$ cat src/rtl/sdc_pkg.sv
// Shared types, widths and constants of the straight-drive controller.
// Used by sdc_div and straight_drive_controller; depends on nothing.
`default_nettype none

package sdc_pkg;

  // Encoder sample width, signed degrees
  localparam int POSITION_BITS = 21;

  localparam int TARGET_W = 20;
  localparam int CAP_W    = 7;
  localparam int GAIN_W   = 12;
  localparam int SPEED_W  = 16;

  // Configuration port
  localparam int CFG_INDEX_W = 2;
  localparam int CFG_DATA_W  = 20;

  localparam logic [CFG_INDEX_W-1:0] REG_TARGET  = 2'd0;
  localparam logic [CFG_INDEX_W-1:0] REG_REVERSE = 2'd1;
  localparam logic [CFG_INDEX_W-1:0] REG_CAP     = 2'd2;
  localparam logic [CFG_INDEX_W-1:0] REG_GAIN    = 2'd3;

  localparam logic [TARGET_W-1:0] TARGET_RESET = '0;
  localparam logic [CAP_W-1:0]    CAP_RESET    = 7'd100;
  localparam logic [GAIN_W-1:0]   GAIN_RESET   = 12'd256;

  // Datapath widths
  localparam int MAG_W      = POSITION_BITS;
  localparam int ERR_BASE_W = (POSITION_BITS > TARGET_W) ? POSITION_BITS : TARGET_W;
  localparam int ERR_W      = ERR_BASE_W + 3;
  localparam int EMAG_W     = ERR_BASE_W + 2;
  localparam int PROD_W     = EMAG_W + GAIN_W;
  // Quotient bits: scaled speed never exceeds cap * 256
  localparam int Q_W        = CAP_W + 8;
  localparam int NUM_W      = PROD_W + CAP_W;
  localparam int FRAC_SHIFT = Q_W - 8;
  localparam int DIV_STAGES = Q_W;

  // Gain has 8 fraction bits and speeds carry 8: raw speed is product / 8
  localparam int RAW_SHIFT = 3;
  // Scaling threshold is cap * 2048
  localparam int CAP_THR_SHIFT = 11;

  localparam int TILT_LIMIT    = 10;
  localparam int ERR_SUM_LIMIT = 36;
  localparam logic signed [ERR_W-1:0] TILT_LIM_S = ERR_W'(TILT_LIMIT);
  localparam logic [EMAG_W:0]         ERR_SUM_LIM = (EMAG_W + 1)'(ERR_SUM_LIMIT);

  // Stream payload widths, padded to whole bytes
  localparam int S_TDATA_W = ((2 * POSITION_BITS + 7) / 8) * 8;
  localparam int M_TDATA_W = ((2 * SPEED_W + 1 + 7) / 8) * 8;

  // Per-item information that rides alongside the divider
  typedef struct packed {
    logic           use_q_l;
    logic           use_q_r;
    logic [Q_W-1:0] mag_l;
    logic [Q_W-1:0] mag_r;
    logic           neg_l;
    logic           neg_r;
    logic           arrived;
  } sdc_side_t;

  // One divider stage: partial remainder, divisor, dividend bits still to
  // shift in, quotient so far, and the sideband
  typedef struct packed {
    logic [PROD_W-1:0] rem;
    logic [PROD_W-1:0] dvs;
    logic [Q_W-1:0]    lo;
    logic [Q_W-1:0]    quo;
    sdc_side_t         side;
  } sdc_div_t;

endpackage

`default_nettype wire

$ cat src/rtl/sdc_div.sv
// Pipelined restoring divider for the speed scaling, one quotient bit per stage.
// Depends on sdc_pkg (sdc_div_t, widths).
`default_nettype none

module sdc_div (
  input  logic              clk,
  input  logic              rst,
  input  logic              in_valid,
  output logic              in_ready,
  input  sdc_pkg::sdc_div_t in_data,
  output logic              out_valid,
  input  logic              out_ready,
  output sdc_pkg::sdc_div_t out_data
);
  import sdc_pkg::*;

  logic [DIV_STAGES-1:0] vld;
  logic [DIV_STAGES:0]   rdy;
  sdc_div_t              stg [DIV_STAGES];

  // Shift in one dividend bit, subtract the divisor when it fits
  function automatic sdc_div_t div_step(input sdc_div_t a);
    sdc_div_t        b;
    logic [PROD_W:0] trial;
    logic [PROD_W:0] dvs_x;
    b     = a;
    trial = {a.rem, a.lo[Q_W-1]};
    dvs_x = {1'b0, a.dvs};
    b.lo  = {a.lo[Q_W-2:0], 1'b0};
    if (trial >= dvs_x) begin
      b.rem = PROD_W'(trial - dvs_x);
      b.quo = {a.quo[Q_W-2:0], 1'b1};
    end else begin
      b.rem = trial[PROD_W-1:0];
      b.quo = {a.quo[Q_W-2:0], 1'b0};
    end
    return b;
  endfunction

  assign rdy[DIV_STAGES] = out_ready;

  for (genvar k = 0; k < DIV_STAGES; k++) begin : g_stage
    sdc_div_t src;
    logic     src_v;

    if (k == 0) begin : g_first
      assign src   = in_data;
      assign src_v = in_valid;
    end else begin : g_rest
      assign src   = stg[k-1];
      assign src_v = vld[k-1];
    end

    // Advance when this stage is empty or its content moves on
    assign rdy[k] = !vld[k] || rdy[k+1];

    always_ff @(posedge clk) begin
      if (rst) begin
        vld[k] <= 1'b0;
      end else if (rdy[k]) begin
        vld[k] <= src_v;
      end
    end

    always_ff @(posedge clk) begin
      if (rdy[k] && src_v) begin
        stg[k] <= div_step(src);
      end
    end
  end

  assign in_ready  = rdy[0];
  assign out_valid = vld[DIV_STAGES-1];
  assign out_data  = stg[DIV_STAGES-1];

endmodule

`default_nettype wire

$ cat config.mk
export PLATFORM = sky130hd
export DESIGN_NAME = sdc_div
export DESIGN_NICKNAME = d
export VERILOG_FILES = /design/src/rtl/sdc_pkg.sv /design/src/rtl/sdc_div.sv
export SDC_FILE = /design/constraint.sdc
export NUM_CORES = 2
export LEC_CHECK = 0
export ABC_AREA = 1
export BUFFER_PORTS_ARGS = -buffer_cell sky130_fd_sc_hd__clkbuf_2
export CELL_PAD_IN_SITES_DETAIL_PLACEMENT = 1
export CELL_PAD_IN_SITES_GLOBAL_PLACEMENT = 1
export CORE_MARGIN = 4
export CORE_UTILIZATION = 50
export DETAILED_ROUTE_END_ITERATION = 6
export MAX_ROUTING_LAYER = met4
export PLACE_DENSITY = 0.77
export SETUP_SLACK_MARGIN = 0.2
export SYNTH_ARGS = -nofsm -noshare
export SYNTH_HDL_FRONTEND = slang
export SYNTH_SLANG_ARGS = --single-unit
export TNS_END_PERCENT = 5
$ cat constraint.sdc
create_clock -name clk -period 9.8 [get_ports clk]
set_input_delay 0.98 -clock clk [delete_from_list [all_inputs] [get_ports clk]]
set_output_delay 0.98 -clock clk [all_outputs]
set_load 0.005 [all_outputs]
==> results.md <==
- Worst Setup EP: in_ready
- Mapped cell area: 96800 um2
- Slew headroom: 0.101
- Pin count of the biggest net entering global routing: 121
- Final-stage net count: 11000
- Share of flip-flops with an asynchronous set or reset: 0
- Clk sink count: 1815
- Dpl hpwl: 255 mm
- Port Buf Inserts: 245
- Status: complete, no violations
- Starting Density: 0.503
- Placed insts: 12600
- GRT Total Usage: 0.330
- Share of layout cells above drive strength 1: 0.0729
- Total Power: 17.6 mW
- Clock Root Buffer: clkbuf_16
- RSZ-0062 raised after global routing: no
- Sw Pwr: 4.32 mW
- Area growth syn-to-layout: 10.9%
- Worst-skew pair later-pin latency: slightly below 900 ps
- R2R Setup Slk: ~5800 ps
- Initial DRT Pass Iterations: 5
- Via/cell ratio: 5.75
- Die X: 448 um
- H-tree Lvls: 4
- Flop pwr share: 0.495
- Sequential cell area: 54400 um2
- Slew @ Worst Pin: 1340 ps
- Finish-stage setup viols: 0
- HP Class: in -> reg
- Pint: 13.3 mW
- Tmin final: 4060 ps
- WS Path Type: reg -> out
- Row count: 161
- Startpoint Class: flip-flop
- Signal arrival time at the worst endpoint: roughly 3000 ps
- Combinational group share of total power: 0.076
- Top_reg_cell synth: edfxtp_1
- Commonest non-fill, non-tap cell in the layout: nand2_1
- Crit. End Element: primary output
- First-pass GRT wire length: 483 mm
- Wire length per cell: 25.0 um
- Clock Power Share: 0.429
- CP Launch Point: out_valid$_SDFFE_PP0P_
- RD Place Congestion: 1.02
- WL final: 325 mm
- Clock transition at path regs: 60 ps
- Die extent in y: 448 um
- Setup TNS: 0 ps
- Post-Syn Instances: 9923
- Worst vdd ir: 206 uV
- CP required: 8820 ps
- Leak: 43.0 nW
- Register area share after synthesis: 0.561
- Vias in the first global route: 76700
- Max Cap Viol: 0
- PostCTS Resize Cnt: 0
- Reg2Reg Depth: 15
- DRC violations left: 0
- Commonest cells after routing, fill and taps aside: nand2_1 (2086), edfxtp_1 (1800), inv_1 (1220), nor2_1 (1121), a21oi_1 (939)
- Die footprint: 201000 um2
- Synth cell types: 50
- #FFs+latches synth: 1815
- Post-synth EDFFs: 1800
- Reg-to-reg endpoint: stg[1][236]$_DFFE_PP_
- CP Max Fanout: 6
- CTS Buf Count: 190
- Core Area: between 150000 and 200000 um2
- I/O pin total: between 200 and 300
- CTS Buffer Depth: 3
- CTS Hold Bufs: 0
- Switching part of the total: 0.245
- Cell Pwr Density: 164 nW/um2
- Antenna Nets Post-Route: 0
- Final Cycle Share: 0.414
- Startpoint of the worst register-to-register path: stg[1][64]$_DFFE_PP_
- Initial antenna violation count: 5
- Yosys Warn Count: 0
- Fin cells: 13000
- Fillers: 21500
- Via Count: 74700
- Hold Vio Cnt, Final: 0
- CTS tree: built
- Post-CTS setup buffer count: 0
- DRT iter0 DRCs: 6450
- Total gr overflow: 0
- Fmax: around 250 MHz
- Syn Area/Cell: 9.76 um2
- Area of the multi-input gates: 37000 um2
- Clk_skew: 82.4 ps
- Pins Over Slew Limit: 0
-- critical path, stage by stage, from the launching register on --
cell and delay [ps]:
dfxtp_1 390, nand4_1 190, nor2_2 230, nand4_1 220, nor2_2 260, nand4_1 230, nor2_4 270, nand4_1 230
clkbuf_2 180
-- worst min-delay path by stage --
stage | from | end | slack, ps | cells past startpoint
after global placement | stg[0][695]$_DFFE_PP_ | stg[0][829]$_DFFE_PP_ | 400 | 0
after global routing | in_data[30] | stg[0][30]$_DFFE_PP_ | 250 | 1
final | in_data[30] | stg[0][30]$_DFFE_PP_ | 300 | 1
after CTS | in_data[30] | stg[0][30]$_DFFE_PP_ | 240 | 1
after detailed placement | stg[0][190]$_DFFE_PP_ | stg[0][325]$_DFFE_PP_ | 410 | 0
after floorplan | stg[0][865]$_DFFE_PP_ | stg[0][1000]$_DFFE_PP_ | 400 | 0
-- power by group through the flow --
stage               clock network (mW)  registers (mW)  logic (mW)
floorplan                            0            8.83       0.906
global placement                     0            8.89        1.27
detailed placement                   0            8.89        1.31
CTS                               7.70            8.73        1.33
global route                      8.06            8.73        1.48
finish                            7.56            8.73        1.34
-- cell usage after synthesis (all sizes together) (34+ instances only) --
| cell | instances | area share |
|---|---|---|
| edfxtp | 1800 | 0.56 |
| buf | 112 | 0.0091 |
| inv | 1236 | 0.048 |
| xor2 | 130 | 0.012 |
| nor4 | 36 | 0.0025 |
| a21o | 83 | 0.0064 |
| nand3 | 456 | 0.024 |
| nand2 | 2106 | 0.082 |
| a21boi | 34 | 0.0026 |
| nand3b | 74 | 0.0057 |
| xnor2 | 222 | 0.020 |
| o21bai | 47 | 0.0036 |
| a21oi | 980 | 0.052 |
| nand4 | 119 | 0.0084 |
| o21a | 76 | 0.0059 |
| ha | 525 | 0.068 |
| o21ai | 489 | 0.026 |
| nor3 | 83 | 0.0047 |
| nor2 | 1153 | 0.045 |
| o211ai | 48 | 0.0037 |
-- routing by layer --
metal  global-route usage  wire length [um]  up-vias
met3               0.0421             18100      572
met2                0.535            156000     2361
met4                0.128             14400        0
met5                    -                 0        -
met1                0.427            137000    37000
li1                     -                 -    34800
-- through the flow --
step           hold slack (ps)   util  worst slack, ps  cell area [um2]
2_1_floorplan              400      -             1810            96900
3_3_place_gp               400  0.523             5820           101000
3_5_place_dp               406  0.523             5630           101000
4_1_cts                    239  0.557             5650           107000
5_1_grt                    250  0.557             5460           107000
6_report                   301  0.557             5740           107000
-- cell families (layout without fill, tap and decap cells) --
kind of cell | Yosys count | in the layout | synth area share
flops | 1815 | 1815 | 0.561
simple gates | 4067 | 4067 | 0.175
buf+inv | 1358 | 1880 | 0.0575
xor+xnor | 352 | 352 | 0.0318
other cells | 1 | 19 | 0.0000387
fa+ha+maj | 540 | 540 | 0.0709
compound gates | 1790 | 1790 | 0.103
-- final cells by class --
type | instances | share of cell area
sequential | 1815 | 0.506
multi-input combinational | 6764 | 0.345
clock buffer | 222 | 0.0456
inverter | 1236 | 0.0434
tap | 2526 | 0.0294
clock inverter | 137 | 0.0159
timing repair buffer | 285 | 0.0143
antenna | 4 | 0.0000932
-- flip-flops by register name, indices dropped and copies added, names as in the netlist --
signal and flops:
stg 1800, out_valid 1, g_stage.src_v 14
Note: power is estimated with default switching activity, not from simulation.
